`src/sv/ocr_pkg.sv`:
```
// Shared types and constants for the in-order completion reorder tracker.
// No dependencies; compile first.
package ocr_pkg;

    localparam int unsigned OCR_WINDOW       = 64;
    localparam int unsigned OCR_ORDINAL_BITS = 32;

    localparam int unsigned FUNC_W    = 3;
    localparam int unsigned MEMBERS_W = 32;
    localparam int unsigned ORD_W     = 32;
    localparam int unsigned STATUS_W  = 3;
    localparam int unsigned VALUE_W   = 32;

    typedef enum logic [FUNC_W-1:0] {
        FN_START_GROUP = 3'd0,
        FN_COMPLETE    = 3'd1,
        FN_NEXT        = 3'd2,
        FN_DONE        = 3'd3,
        FN_ERROR       = 3'd4,
        FN_QUERY_ERROR = 3'd5
    } t_func;

    typedef enum logic [STATUS_W-1:0] {
        ST_GROUP_STARTED = 3'd0,
        ST_ACCEPTED      = 3'd1,
        ST_RELEASED      = 3'd2,
        ST_NOT_READY     = 3'd3,
        ST_FINISHED      = 3'd4,
        ST_OUT_OF_RANGE  = 3'd5,
        ST_DUPLICATE     = 3'd6,
        ST_AFTER_DONE    = 3'd7
    } t_status;

endpackage

```
`src/sv/ocr_ifc.sv`:
```
// Valid/ready channel interfaces for the reorder tracker: command in, result out.
// Depends on ocr_pkg.
interface ocr_in_if;
    import ocr_pkg::*;
    logic                 valid;
    logic                 ready;
    logic [FUNC_W-1:0]    func;
    logic [MEMBERS_W-1:0] group_members;
    logic [ORD_W-1:0]     ordinal;

    modport source(output valid, func, group_members, ordinal, input ready);
    modport sink(input valid, func, group_members, ordinal, output ready);
endinterface

interface ocr_out_if;
    import ocr_pkg::*;
    logic                valid;
    logic                ready;
    logic [STATUS_W-1:0] status;
    logic [VALUE_W-1:0]  value;
    logic                error_flag;

    modport source(output valid, status, value, error_flag, input ready);
    modport sink(input valid, status, value, error_flag, output ready);
endinterface

```
`src/sv/in_order_completion_reorder.sv`:
```
// Channel  | Dir | Payload                         | Handshake
// i_in     | in  | func, group_members, ordinal    | valid/ready
// o_out    | out | status, value, error_flag       | valid/ready
//
// One item per cycle sustained while results are taken; a taken item passes
// through the input register, then the result register, where its result is
// offered. All work of one item is done between those two registers, so
// an item sees the state left by the previous one. Reset is synchronous and
// clears every tracker counter and flag and the whole completion bitmap
// at once (flip-flops, no clearing sweep). A stalled result holds the input
// register; one more item is still taken while that register is empty.
// Depends on ocr_pkg and ocr_ifc.
module in_order_completion_reorder #(
    parameter int unsigned WINDOW       = ocr_pkg::OCR_WINDOW,
    parameter int unsigned ORDINAL_BITS = ocr_pkg::OCR_ORDINAL_BITS
) (
    input  logic       i_clk,
    input  logic       i_rst_n,
    ocr_in_if.sink     i_in,
    ocr_out_if.source  o_out
);
    import ocr_pkg::*;

    localparam int unsigned SW = (WINDOW > 1) ? $clog2(WINDOW) : 1;
    localparam int unsigned PW = $clog2(WINDOW + 1);
    localparam int unsigned WB = SW + 1;
    localparam int unsigned CW = (ORDINAL_BITS > WB) ? ORDINAL_BITS : WB;

    typedef logic [ORDINAL_BITS-1:0] t_ord;
    typedef logic [SW-1:0]           t_slot;
    typedef logic [PW-1:0]           t_pend;

    // input register
    logic              r_s1_valid;
    logic [FUNC_W-1:0] r_s1_func;
    t_ord              r_s1_members;
    t_ord              r_s1_ord;

    // tracker state
    t_ord              r_next_base, n_next_base;
    t_ord              r_grp_low,   n_grp_low;
    t_ord              r_grp_high,  n_grp_high;
    t_ord              r_consumer,  n_consumer;
    logic [WINDOW-1:0] r_map,       n_map;
    t_slot             r_head,      n_head;
    t_pend             r_pending,   n_pending;
    logic              r_done,      n_done;
    logic              r_error,     n_error;

    // result register
    logic               r_out_valid;
    t_status            r_out_status, n_status;
    logic [VALUE_W-1:0] r_out_value,  n_value;
    logic               r_out_error;

    logic    s1_fire;
    t_ord    span, off, ahead;
    logic    [WB-1:0] slot_sum;
    t_slot   slot;
    t_slot   head_inc;

    assign s1_fire    = r_s1_valid && (!r_out_valid || o_out.ready);
    assign i_in.ready = !r_s1_valid || s1_fire;

    assign o_out.valid      = r_out_valid;
    assign o_out.status     = r_out_status;
    assign o_out.value      = r_out_value;
    assign o_out.error_flag = r_out_error;

    assign span  = r_grp_high - r_grp_low;
    assign off   = r_s1_ord - r_grp_low;
    assign ahead = r_s1_ord - r_consumer;

    // ring slot of the completed ordinal; only used when ahead < WINDOW
    assign slot_sum = {1'b0, r_head} + {1'b0, SW'(ahead)};
    assign slot     = (slot_sum >= WB'(WINDOW)) ? SW'(slot_sum - WB'(WINDOW))
                                                : SW'(slot_sum);
    assign head_inc = (r_head == SW'(WINDOW - 1)) ? '0 : r_head + SW'(1);

    always_comb begin
        n_next_base = r_next_base;
        n_grp_low   = r_grp_low;
        n_grp_high  = r_grp_high;
        n_consumer  = r_consumer;
        n_map       = r_map;
        n_head      = r_head;
        n_pending   = r_pending;
        n_done      = r_done;
        n_error     = r_error;
        n_status    = ST_OUT_OF_RANGE;
        n_value     = '0;
        case (r_s1_func)
            FN_START_GROUP: begin
                n_value     = VALUE_W'(r_next_base);
                n_grp_low   = r_next_base;
                n_grp_high  = r_next_base + r_s1_members;
                n_next_base = r_next_base + r_s1_members;
                n_status    = ST_GROUP_STARTED;
            end
            FN_COMPLETE: begin
                if (r_done) begin
                    n_status = ST_AFTER_DONE;
                end else if (off >= span) begin
                    n_status = ST_OUT_OF_RANGE;
                end else if (ahead[ORDINAL_BITS-1]) begin
                    // behind the head: already released
                    n_status = ST_DUPLICATE;
                end else if (CW'(ahead) >= CW'(WINDOW)) begin
                    n_status = ST_OUT_OF_RANGE;
                end else if (r_map[slot]) begin
                    n_status = ST_DUPLICATE;
                end else begin
                    n_map[slot] = 1'b1;
                    n_pending   = r_pending + t_pend'(1);
                    n_status    = ST_ACCEPTED;
                end
            end
            FN_NEXT: begin
                if (r_error || (r_done && r_pending == '0)) begin
                    n_status = ST_FINISHED;
                end else if (!r_map[r_head]) begin
                    n_status = ST_NOT_READY;
                end else begin
                    n_map[r_head] = 1'b0;
                    n_value       = VALUE_W'(r_consumer);
                    n_consumer    = r_consumer + t_ord'(1);
                    n_head        = head_inc;
                    n_pending     = r_pending - t_pend'(1);
                    n_status      = ST_RELEASED;
                end
            end
            FN_DONE: begin
                n_done   = 1'b1;
                n_status = ST_ACCEPTED;
            end
            FN_ERROR: begin
                n_error  = 1'b1;
                n_status = ST_ACCEPTED;
            end
            FN_QUERY_ERROR: begin
                n_status = ST_ACCEPTED;
            end
            default: begin
                n_status = ST_OUT_OF_RANGE;
            end
        endcase
    end

    // control and state
    always_ff @(posedge i_clk) begin
        if (!i_rst_n) begin
            r_s1_valid  <= 1'b0;
            r_out_valid <= 1'b0;
            r_next_base <= '0;
            r_grp_low   <= '0;
            r_grp_high  <= '0;
            r_consumer  <= '0;
            r_map       <= '0;
            r_head      <= '0;
            r_pending   <= '0;
            r_done      <= 1'b0;
            r_error     <= 1'b0;
        end else begin
            if (i_in.ready) begin
                r_s1_valid <= i_in.valid;
            end
            if (s1_fire) begin
                r_out_valid <= 1'b1;
                r_next_base <= n_next_base;
                r_grp_low   <= n_grp_low;
                r_grp_high  <= n_grp_high;
                r_consumer  <= n_consumer;
                r_map       <= n_map;
                r_head      <= n_head;
                r_pending   <= n_pending;
                r_done      <= n_done;
                r_error     <= n_error;
            end else if (o_out.ready) begin
                r_out_valid <= 1'b0;
            end
        end
    end

    // payload
    always_ff @(posedge i_clk) begin
        if (i_in.ready && i_in.valid) begin
            r_s1_func    <= i_in.func;
            r_s1_members <= ORDINAL_BITS'(i_in.group_members);
            r_s1_ord     <= ORDINAL_BITS'(i_in.ordinal);
        end
        if (s1_fire) begin
            r_out_status <= n_status;
            r_out_value  <= n_value;
            r_out_error  <= n_error;
        end
    end

    // pending count tracks the number of marked bits in the window
    a_pending_matches_map: assert property (@(posedge i_clk) disable iff (!i_rst_n)
        r_pending == PW'($countones(r_map)))
        else $error("pending count disagrees with completion bitmap");

    a_release_advances_head: assert property (@(posedge i_clk) disable iff (!i_rst_n)
        s1_fire && n_status == ST_RELEASED |=> r_consumer == $past(r_consumer) + t_ord'(1))
        else $error("release did not advance the head ordinal");

    a_empty_result_takes_item: assert property (@(posedge i_clk) disable iff (!i_rst_n)
        !r_out_valid |-> i_in.ready)
        else $error("input stalled while result register is empty");

endmodule
```
`src/flat_wrapper.sv`:
```
// flat-port wrapper written by rule: the top's interface ports become plain ports
module in_order_completion_reorder_flat import ocr_pkg::*;
#(
    parameter int unsigned WINDOW       = ocr_pkg::OCR_WINDOW,
    parameter int unsigned ORDINAL_BITS = ocr_pkg::OCR_ORDINAL_BITS
)
  (i_clk, i_rst_n, i_in_valid, i_in_func, i_in_group_members, i_in_ordinal, i_in_ready, o_out_valid, o_out_status, o_out_value, o_out_error_flag, o_out_ready);
  ocr_in_if i_in_i ();
  ocr_out_if o_out_i ();
  input  logic i_clk;
  input  logic i_rst_n;
  input wire logic [$bits(i_in_i.valid)-1:0] i_in_valid;
  input wire logic [$bits(i_in_i.func)-1:0] i_in_func;
  input wire logic [$bits(i_in_i.group_members)-1:0] i_in_group_members;
  input wire logic [$bits(i_in_i.ordinal)-1:0] i_in_ordinal;
  output wire logic [$bits(i_in_i.ready)-1:0] i_in_ready;
  output wire logic [$bits(o_out_i.valid)-1:0] o_out_valid;
  output wire logic [$bits(o_out_i.status)-1:0] o_out_status;
  output wire logic [$bits(o_out_i.value)-1:0] o_out_value;
  output wire logic [$bits(o_out_i.error_flag)-1:0] o_out_error_flag;
  input wire logic [$bits(o_out_i.ready)-1:0] o_out_ready;
  assign i_in_i.valid = i_in_valid;
  assign i_in_i.func = i_in_func;
  assign i_in_i.group_members = i_in_group_members;
  assign i_in_i.ordinal = i_in_ordinal;
  assign i_in_ready = i_in_i.ready;
  assign o_out_valid = o_out_i.valid;
  assign o_out_status = o_out_i.status;
  assign o_out_value = o_out_i.value;
  assign o_out_error_flag = o_out_i.error_flag;
  assign o_out_i.ready = o_out_ready;
  in_order_completion_reorder #(.WINDOW(WINDOW), .ORDINAL_BITS(ORDINAL_BITS)) u_core (.i_clk(i_clk), .i_rst_n(i_rst_n), .i_in(i_in_i), .o_out(o_out_i));
endmodule
```
`config.mk`:
```
export PLATFORM = sky130hd
export DESIGN_NAME = in_order_completion_reorder_flat
export DESIGN_NICKNAME = d
export VERILOG_FILES = /design/src/sv/ocr_pkg.sv /design/src/sv/ocr_ifc.sv /design/src/sv/in_order_completion_reorder.sv /design/src/flat_wrapper.sv
export SDC_FILE = /design/constraint.sdc
export NUM_CORES = 1
export LEC_CHECK = 0
export ABC_AREA = 1
export BUFFER_PORTS_ARGS = -buffer_cell sky130_fd_sc_hd__buf_2
export CAP_MARGIN = 20
export CORE_ASPECT_RATIO = 1.1
export CORE_MARGIN = 1
export CORE_UTILIZATION = 40
export CTS_CLUSTER_SIZE = 12
export DETAILED_ROUTE_END_ITERATION = 10
export PLACE_DENSITY = 0.59
export SLEW_MARGIN = 20
export SYNTH_ARGS = -nofsm -noshare
export SYNTH_HDL_FRONTEND = slang
export SYNTH_SLANG_ARGS = --single-unit
```
`constraint.sdc`:
```
create_clock -name i_clk -period 9 [get_ports i_clk]
set_input_delay 0.45 -clock i_clk [delete_from_list [all_inputs] [get_ports i_clk]]
set_output_delay 0.45 -clock i_clk [all_outputs]
set_load 0.1 [all_outputs]
```
### Word-level counts from Yosys, hierarchy flattened

Cells that the tools add are included.

* $add $sub $neg: 10
* order comparisons: 7
* equal/unequal tests: 13
* multiplexer cells: 40
* bitwise logic cells: 4
* reduce and logical (&&, ||, !) cells: 19

Operators with widths (count)
* 64-bit two-way mux: 7
* 64-bit one-hot mux with 2 select lines: 1
* 32-bit subtractor: 3
* 64-bit bitwise AND: 1
* 32-bit two-way mux: 2
* 64-bit inverter: 1
* 64-bit OR: 1
* 32-bit one-hot mux with 2 select lines: 1
* 7-bit two-way mux: 7
* 32-bit by 1-bit adder with 32-bit output (second input constant): 1
* 32-bit adder: 1
* 32-bit >= comparator: 1
* 32-bit by 7-bit >= comparator with 1-bit output (second input constant): 1
* 3-bit two-way mux: 6
* 6-bit by 7-bit < comparator with 1-bit output (second input constant): 2
* 7-bit one-hot mux with 2 select lines: 1
* 1-bit binary-select mux with 6-bit select: 2
* 1-bit demux with 6-bit select: 2
* 6-bit by 1-bit >= comparator with 1-bit output (second input constant): 2
* 6-bit two-way mux: 2
* 2-bit inequality test (second input constant): 6
* 3-bit one-hot mux with 4 select lines: 1
* 9-bit AND reduction: 1
* 1-bit two-way mux: 8
* 21 further kinds: 32

* register bits: 280
* input bits: 71
* output and inout bits: 38
* logic and storage cells: 109

### Depth between registers and ports, before layout

Gate-level depths: netlist of run 1.

* depth in word-level cells: 15
* gate-level depth with buffers: 32
* mapped depth without buffers: 30

### Worst setup path after synthesis of run 1

Ideal clock, no wire load.

* path kind: register to register
* start: register u_core.r_s1_ord[0]
* end: register u_core.r_map[55]
* setup time: 0.132 ns
* arrival time: 4.062 ns
* required time: 8.868 ns
* slack: 4.806 ns
* cell stages (with the launch flop): 29
* buffers on the path: 2
* period minus slack after synthesis: 4.194 ns
* path through: edfxtp_1 inv_1 ha_1 inv_1 fa_1 nand3_1 nand2_1 a21oi_1 o21ai_0 a21boi_0 o21ai_0 a21boi_0 o21ai_0 nand3_1 nand2_1 nand2_1 nand2_1 ha_1 nand4_1 nor4_1 nand4_1 nand3_1 nor2_1 nand4_1 nand2_2 buf_4 buf_4 nand3_1 a21oi_1

* word-level cells in the longest chain between the ends: 15
* elaborated cells on any way between the ends: 27
* classes of those cells: 4 x add/sub; 5 x order compare; 4 x eq/ne; 11 x mux; 1 x bitwise; 2 x reduce/logical

Ends and longest elaborated chain
* start: declaration: line in_order_completion_reorder.sv:37 `t_ord r_s1_ord;`
* start signal: assignment: line in_order_completion_reorder.sv:189 `r_s1_ord <= ORDINAL_BITS'(i_in.ordinal);`
* 32-bit subtractor: line in_order_completion_reorder.sv:72 `assign ahead = r_s1_ord - r_consumer;`
* 6-bit by 6-bit adder with 7-bit output: line in_order_completion_reorder.sv:75 `assign slot_sum = {1'b0, r_head} + {1'b0, SW'(ahead)};`
* 6-bit by 1-bit subtractor with 6-bit output / 7-bit >= comparator (equally long branches): line in_order_completion_reorder.sv:76 `assign slot = (slot_sum >= WB'(WINDOW)) ? SW'(slot_sum - WB'(WINDOW))`
* 6-bit two-way mux: line in_order_completion_reorder.sv:76
* 6-bit by 7-bit < comparator with 1-bit output (implied by the code) / 6-bit by 1-bit >= comparator with 1-bit output (equally long branches): line in_order_completion_reorder.sv:113 `n_map[slot] = 1'b1;`
* 1-bit logical AND (implied by the code): line in_order_completion_reorder.sv:113
* 1-bit two-way mux (implied by the code): line in_order_completion_reorder.sv:113
* 1-bit demux with 6-bit select
* 64-bit OR (no source line)
* 64-bit two-way mux: line in_order_completion_reorder.sv:110 `end else if (r_map[slot]) begin`
* 64-bit two-way mux: line in_order_completion_reorder.sv:108 `end else if (CW'(ahead) >= CW'(WINDOW)) begin`
* 64-bit two-way mux: line in_order_completion_reorder.sv:105 `end else if (ahead[ORDINAL_BITS-1]) begin`
* 64-bit two-way mux: line in_order_completion_reorder.sv:103 `end else if (off >= span) begin`
* 64-bit two-way mux: line in_order_completion_reorder.sv:101 `if (r_done) begin`
* 64-bit one-hot mux with 2 select lines: line in_order_completion_reorder.sv:92 `case (r_s1_func)`
* end signal: assignment: line in_order_completion_reorder.sv:173 `r_map <= n_map;`
* end: declaration: line in_order_completion_reorder.sv:44 `logic [WINDOW-1:0] r_map, n_map;`

Parallel ways exist; a longest one is shown, timed or not. The select of a mux whose other input is x is not followed.
A chain may end at the register's enable or synchronous reset.

### Worst setup path in the final report of run 1

* start: register u_core.r_s1_ord[0]
* end: register u_core.r_map[47]

Same word-level chain as after synthesis.

==> metrics.md, run 1 <==
| Metric | Value |
|---|---|
| Area grow syn2layout | `10.7%` |
| Leak pwr | `10.6 nW` |
| H-tree levels | `2` |
| Clock latency on the worst-skew pair | `580 ps` |
| Crit end category | `flip-flop` |
| Slowest stage cell, crit path | `nand2_4` |
| Yosys warnings | `0` |
| Final Critical Period | `6110 ps` |
| WS Path Type | `reg -> reg` |
| Ant. Diodes | `0` |
| 1st-iter DRT viols | `1608` |
| Worst slew pin tran | `1140 ps` |
| Synth Area per Inst | `6.70 µm²` |
| CTS tree | `done` |
| Mapped Nets | `3532` |
| I/O Buffers | `108` |
| Antenna violations before repair | `2` |
| Final setup fails | `0` |
| Drt via density | `5.35` |
| GR Util All Layers | `26.4%` |
| Flop2flop setup slack | `2890 ps` |
| Initial core utilization | `40.8%` |
| Final hold vios | `0` |
| Largest net degree at the start of global routing | `95` |
| Crit path required time | `9400 ps` |
| CTS Buffer Depth | `3` |
| First-pass GRT wire length | `115000 µm` |
| Peak VDD IR | `0.161 mV` |
| Hold Buf Count CTS | `0` |
| Routed WL | `74100 µm` |
| Routed len/inst | `18.0 µm` |
| Arr. time, crit path | `6510 ps` |
| Final setup TNS | `0 ps` |
| DIE AREA | `0.0560 mm²` |
| Register area share after synthesis | `30.1%` |
| Final design utilization | `45.2%` |
| CTS buffer count | `36` |
| GPL Wtd Cong | `0.925` |
| Post-CTS Setup Bufs | `0` |
| Post-Syn Instances | `3288` |
| FMAX | `0.164 GHz` |
| Clk slew on worst S/H paths | `60 ps` |
| Post-route clock period utilization | `67.9%` |
| Detail Route Antenna Nets | `0` |
| Clk sink count | `280` |
| Synth area leaders | `dfxtp_1, nand2_1, edfxtp_1` |
| Outcome | `finished clean` |
| Placement row count | `89` |
| DIE WIDTH | `226 µm` |
| Crit Path Max Fanout | `78` |
| EDFF count, synth | `103` |
| Post_cts resized | `0` |
| Vias in the first global route | `21054` |
| Biggest cell delay along the critical path | `680 ps` |
| Max-cap viol count | `0` |
| CP dominant cell by count | `nand2_1` |
| DRC Markers | `0` |
| Seq cells post-synth | `280` |
| Die height | `248 µm` |
| Nets@finish | `3597` |
| Share of cells above drive strength 1 | `6.71%` |
| Detailed-route via count | `21975` |
| CP Launch Type | `flip-flop` |
| Slew HR | `24.2%` |
| Cell taking the most area after synthesis | `dfxtp_1` |
| Synth top area share | `16.1%` |
| Clock root buffer | `clkbuf_16` |
| Clock Skew | `44.4 ps` |
| Core area | `0.0540 mm²` |
| 1st-pass router iterations | `5` |
| Global route overflow | `0` |
| Main synth FF type | `dfxtp_1` |
| Pwr Density | `149 mW/mm²` |
| Post-synth ARST share | `0%` |
| Top-level port count | `109` |
| RSZ-0062 raised after global routing | `false` |
| Cell variety after synth | `54` |
| Hold crit path type | `in -> reg` |
| Pins Over Slew Limit | `0` |
| Post-Synthesis Cell Area | `0.0220 mm²` |
| Final HPWL DP | `55400 µm` |
-- area by class of cell --
| class | instances | area (µm²) |
|---|---|---|
| multi-input combinational | 2485 | 13300 |
| sequential | 280 | 6640 |
| clock inverter | 15 | 210 |
| fill | 5824 | 29600 |
| tap | 728 | 911 |
| timing repair buffer | 130 | 706 |
| inverter | 420 | 1580 |
| clock buffer | 51 | 1030 |
-- stage by stage --
step                instance area, µm²  hold WS, ps  cells  total power (W)  worst slack, ps
finish                           24400         42.8   4109          0.00364             2890
global route                     24400         12.2   4109          0.00382             2170
CTS                              24400         12.3   4109          0.00367             2880
detailed placement               23100          460   4043          0.00214             2950
global placement                 23100          458   4043          0.00214             3090
floorplan                        22000          434   3288          0.00194             4810
-- cells by family (layout without fill, tap and decap cells) --
kind of cell	count (synthesis)	after routing	synth area share [%]
xor+xnor	115	115	4.61
compound gates	715	715	17.5
fa+ha+maj	173	173	10.0
buf+inv	523	616	9.47
simple gates	1482	1482	28.3
flops	280	280	30.1
-- worst paths after layout --
path / start / to / cells after the start
hold reg to reg: u_core.r_consumer[3] / u_core.r_consumer[3] / 1
hold / removal: i_in_group_members[17] / u_core.r_s1_members[17] / 1
setup reg to reg: u_core.r_s1_ord[0] / u_core.r_map[47] / 29
setup / recovery: u_core.r_s1_ord[0] / u_core.r_map[47] / 29
-- metal layers --
metal,wire length (µm),vias up,GRT usage [%]
met5,30,-,0
met4,3960,4,13.7
met3,3450,187,3.48
met2,36300,590,47.3
met1,30400,10088,30.6
li1,-,11106,-
-- worst max-delay path: cells and delay by family (launching register included) --
family / cells / cell delay (ps)
simple gates: 13 / 1940
compound gates: 10 / 1790
fa+ha+maj: 3 / 900
buf+inv: 3 / 850
flops: 1 / 380
-- cells in the mapped netlist (3+ instances only) --
cell type,n
nand2_1,907
inv_1,408
a21oi_1,334
o21ai_0,257
nand3_1,244
nor2_1,187
dfxtp_1,177
ha_1,167
edfxtp_1,103
xor2_1,78
clkbuf_1,60
nor3_1,59
xnor2_1,36
o22ai_1,32
nand4_1,29
buf_2,23
nor4_1,15
nand3b_1,14
o211ai_1,12
a31oi_1,11
buf_6,10
a21boi_0,9
a22oi_1,9
inv_2,9
o21a_1,9
a211oi_1,8
a221oi_1,6
fa_1,6
nand2_2,6
nor3_2,6
a21o_1,5
buf_1,5
buf_4,5
o21bai_1,5
and2_1,4
o21ai_1,4
o221ai_1,4
clkinv_1,3
-- registers in the layout, indices dropped and copies added, names as in the netlist --
register                 flops
u_core.o_out.error_flag      1
u_core.o_out.status          3
u_core.o_out.valid           1
u_core.o_out.value          32
u_core.r_consumer           32
u_core.r_done                1
u_core.r_error               1
u_core.r_grp_low            32
u_core.r_head                6
u_core.r_map                64
u_core.r_next_base          32
u_core.r_pending             7
u_core.r_s1_func             3
u_core.r_s1_members         32
u_core.r_s1_ord             32
u_core.r_s1_valid            1
-- report_power, final --
part           internal [W]  switching (W)  leakage (nW)
Combinational      0.000245       0.000497          7.56
Clock              0.000897       0.000621         0.603
Sequential          0.00135      0.0000284          2.44
-- placed cells by master (no fill, tap or decap), types with 59 or more instances in the layout --
master / count
inv_1: 404
a21oi_1: 334
nand2_1: 907
buf_2: 108
nor2_1: 186
o21ai_0: 257
nor3_1: 59
ha_1: 166
xor2_1: 78
dfxtp_1: 177
nand3_1: 244
edfxtp_1: 103
No activity file was read; power rests on OpenSTA's default activity.
==> run 2: changes to the inputs <==
==> constraint.sdc (replaced) <==
create_clock -name i_clk -period 6.15 [get_ports i_clk]
set_input_delay 0.3075 -clock i_clk [delete_from_list [all_inputs] [get_ports i_clk]]
set_output_delay 0.3075 -clock i_clk [all_outputs]
set_load 0.1 [all_outputs]
==> run 2 against run 1 <==
Compared with the run above:
- routed wire length is 1.3% higher
- utilization is 1.5 points higher
- largest power group unchanged
- worst hold slack worse by 5.8 ps
- clock skew is 11 ps lower
- combinational power is 53% higher
- worst setup slack worse by 2300 ps
- critical path type unchanged
- total power is 46% higher
- final cell count is 2.1% higher
==> metrics.md, run 2 (synthesis gave the netlist of run 1 again) <==
| Metric | Value |
|---|---|
| Outcome | `finished clean` |
| Leak pwr | `11.0 nW (+3.4%)` |
| Fill cell count | `5674 (-2.6%)` |
| Pins Over Slew Limit | `0 (unchanged)` |
| Final hold vios | `0 (unchanged)` |
| CTS buffer count | `37 (+2.8%)` |
| Worst slew pin tran | `949 ps (-188 ps)` |
| Crit path required time | `6630 ps (-2770 ps)` |
| Register bank with the most flops | `u_core.r_map` |
| Die height | `248 µm (unchanged)` |
| CP Launch Type | `flip-flop` |
| Most common cell after layout, fill and taps aside | `nand2_1` |
| Most frequent cells in the layout | `nand2_1, inv_1, a21oi_1` |
| Final Critical Period | `5590 ps (-523 ps)` |
| Placement row count | `89 (unchanged)` |
| FF+latch area | `0.00664 mm² (unchanged)` |
| Top-level port count | `109 (unchanged)` |
| Slew HR | `36.8% (+13 points)` |
| Pwr Density | `211 mW/mm² (+42%)` |
| Global route overflow | `0 (unchanged)` |
| Share of cells above drive strength 1 | `6.95% (+0.24 points)` |
| I/O Buffers | `108 (unchanged)` |
| Clock root buffer | `clkbuf_16` |
| H-tree levels | `2 (unchanged)` |
| Crit Path Max Fanout | `66 (-15%)` |
| Routed WL | `75100 µm (+1.3%)` |
| Final setup TNS | `0 ps (unchanged)` |
| Final Total Pwr | `0.00533 W (+46%)` |
| GR Util All Layers | `26.8% (+0.41 points)` |
| Arr. time, crit path | `6060 ps (-450 ps)` |
| 1st-iter DRT viols | `1605 (-0.19%)` |
| RSZ-0062 raised after global routing | `false` |
| Post-route clock period utilization | `90.8% (+23 points)` |
| CP dominant cell by count | `nand2_1` |
| Max reg flops | `64 (unchanged)` |
| Clock Skew | `33.5 ps (-10.9 ps)` |
| Final design utilization | `46.7% (+1.5 points)` |
| Largest net degree at the start of global routing | `88 (-7.4%)` |
| DRC Markers | `0 (unchanged)` |
| Hold WS | `36.9 ps (-5.85 ps)` |
| Multi-input logic area | `0.0133 mm² (about the same)` |
| 1st-pass router iterations | `6 (+1)` |
| Detailed-route via count | `22242 (+1.2%)` |
| Initial core utilization | `40.8% (unchanged)` |
| Core area | `0.0540 mm² (unchanged)` |
| Crit end category | `flip-flop` |
| Nets@finish | `3684 (+2.4%)` |
| Routed len/inst | `17.9 µm (-0.78%)` |
| Clock latency on the worst-skew pair | `580 ps (about the same)` |
| Antenna violations before repair | `2 (unchanged)` |
| Clk sink count | `280 (unchanged)` |
| Biggest cell delay along the critical path | `430 ps (-250 ps)` |
| Peak VDD IR | `0.232 mV (+44%)` |
| Area grow syn2layout | `14.4%` |
| DIE AREA | `0.0560 mm² (unchanged)` |
| Drt via density | `5.30 (-0.91%)` |
| DIE WIDTH | `226 µm (unchanged)` |
| Clk slew on worst S/H paths | `60 ps (about the same)` |
| Vias in the first global route | `21344 (+1.4%)` |
| Hold crit path type | `in -> reg` |
| CTS Buffer Depth | `3 (unchanged)` |
| Final HPWL DP | `55700 µm (+0.71%)` |
| CTS tree | `done` |
| Slowest stage cell, crit path | `nor4_1` |
| WS Path Type | `reg -> reg` |
| GPL Wtd Cong | `0.929 (+0.45%)` |
| First-pass GRT wire length | `117000 µm (+1.5%)` |
| Max-cap viol count | `0 (unchanged)` |
| Final setup fails | `0 (unchanged)` |
| FMAX | `0.179 GHz (+9.4%)` |
| Detail Route Antenna Nets | `0 (unchanged)` |
[run 2: cell type report]
cell class	instances	share of cell area (%)
Antenna cell	1	0.00993
Timing Repair Buffer	216	6.11
Sequential cell	280	26.3
Clock buffer	50	3.95
Multi-Input combinational cell	2485	52.9
Clock inverter	17	0.839
Tap cell	728	3.61
Inverter	420	6.27
[run 2: worst paths after layout]
path / start / end / slack [ps] / cells after the start
setup / recovery: u_core.r_s1_ord[0] / u_core.r_map[61] / 560 / 28
hold / removal: i_in_valid / u_core.r_s1_valid / 40 / 3
setup reg to reg: u_core.r_s1_ord[0] / u_core.r_map[61] / 560 / 28
hold reg to reg: u_core.r_consumer[3] / u_core.r_consumer[3] / 470 / 1
[run 2: through the flow]
step	setup slack, ps	instances	area, µm²
after CTS	470	4196	25200
final	565	4197	25200
after floorplan	1960	3288	22000
after detailed placement	552	4061	23300
after global routing	11.1	4196	25200
after global placement	608	4061	23300
[run 2: critical path, delay by kind of cell, from the launching register on]
family / cells / cell delay [ps]
buffers and inverters: 3 / 660
and+or+nand+nor: 15 / 1930
AOI/OAI and AO/OA: 7 / 1530
adders and majority gates: 3 / 910
DFF: 1 / 390
[run 2: repair_timing]
| item | in CTS | in global routing |
|---|---|---|
| endpoints found under the setup margin | 0 | 66 |
| gates resized for setup | 0 | 2 |
| setup buffers | 0 | 0 |
| endpoints found under the hold margin | 68 | 0 |
| hold buffers | 68 | 0 |
[run 2: per-layer routing]
metal / share of wire [%] / routed length [µm] / GRT usage, % / vias up
li1: - / - / - / 11293
met5: 0.017 / 13 / 0 / -
met1: 41 / 30700 / 30.7 / 10162
met2: 49 / 37000 / 48.4 / 601
met4: 5.4 / 4040 / 15.0 / 2
met3: 4.5 / 3350 / 2.89 / 184
[run 2: where the power goes]
group | leakage [nW] | total [W] | internal, W | switching, W
registers | 2.44 | 0.00201 | 0.00197 | 0.0000360
logic | 7.95 | 0.00114 | 0.000391 | 0.000747
clock network | 0.574 | 0.00218 | 0.00127 | 0.000906
total | 11.0 | 0.00533 | 0.00364 | 0.00169
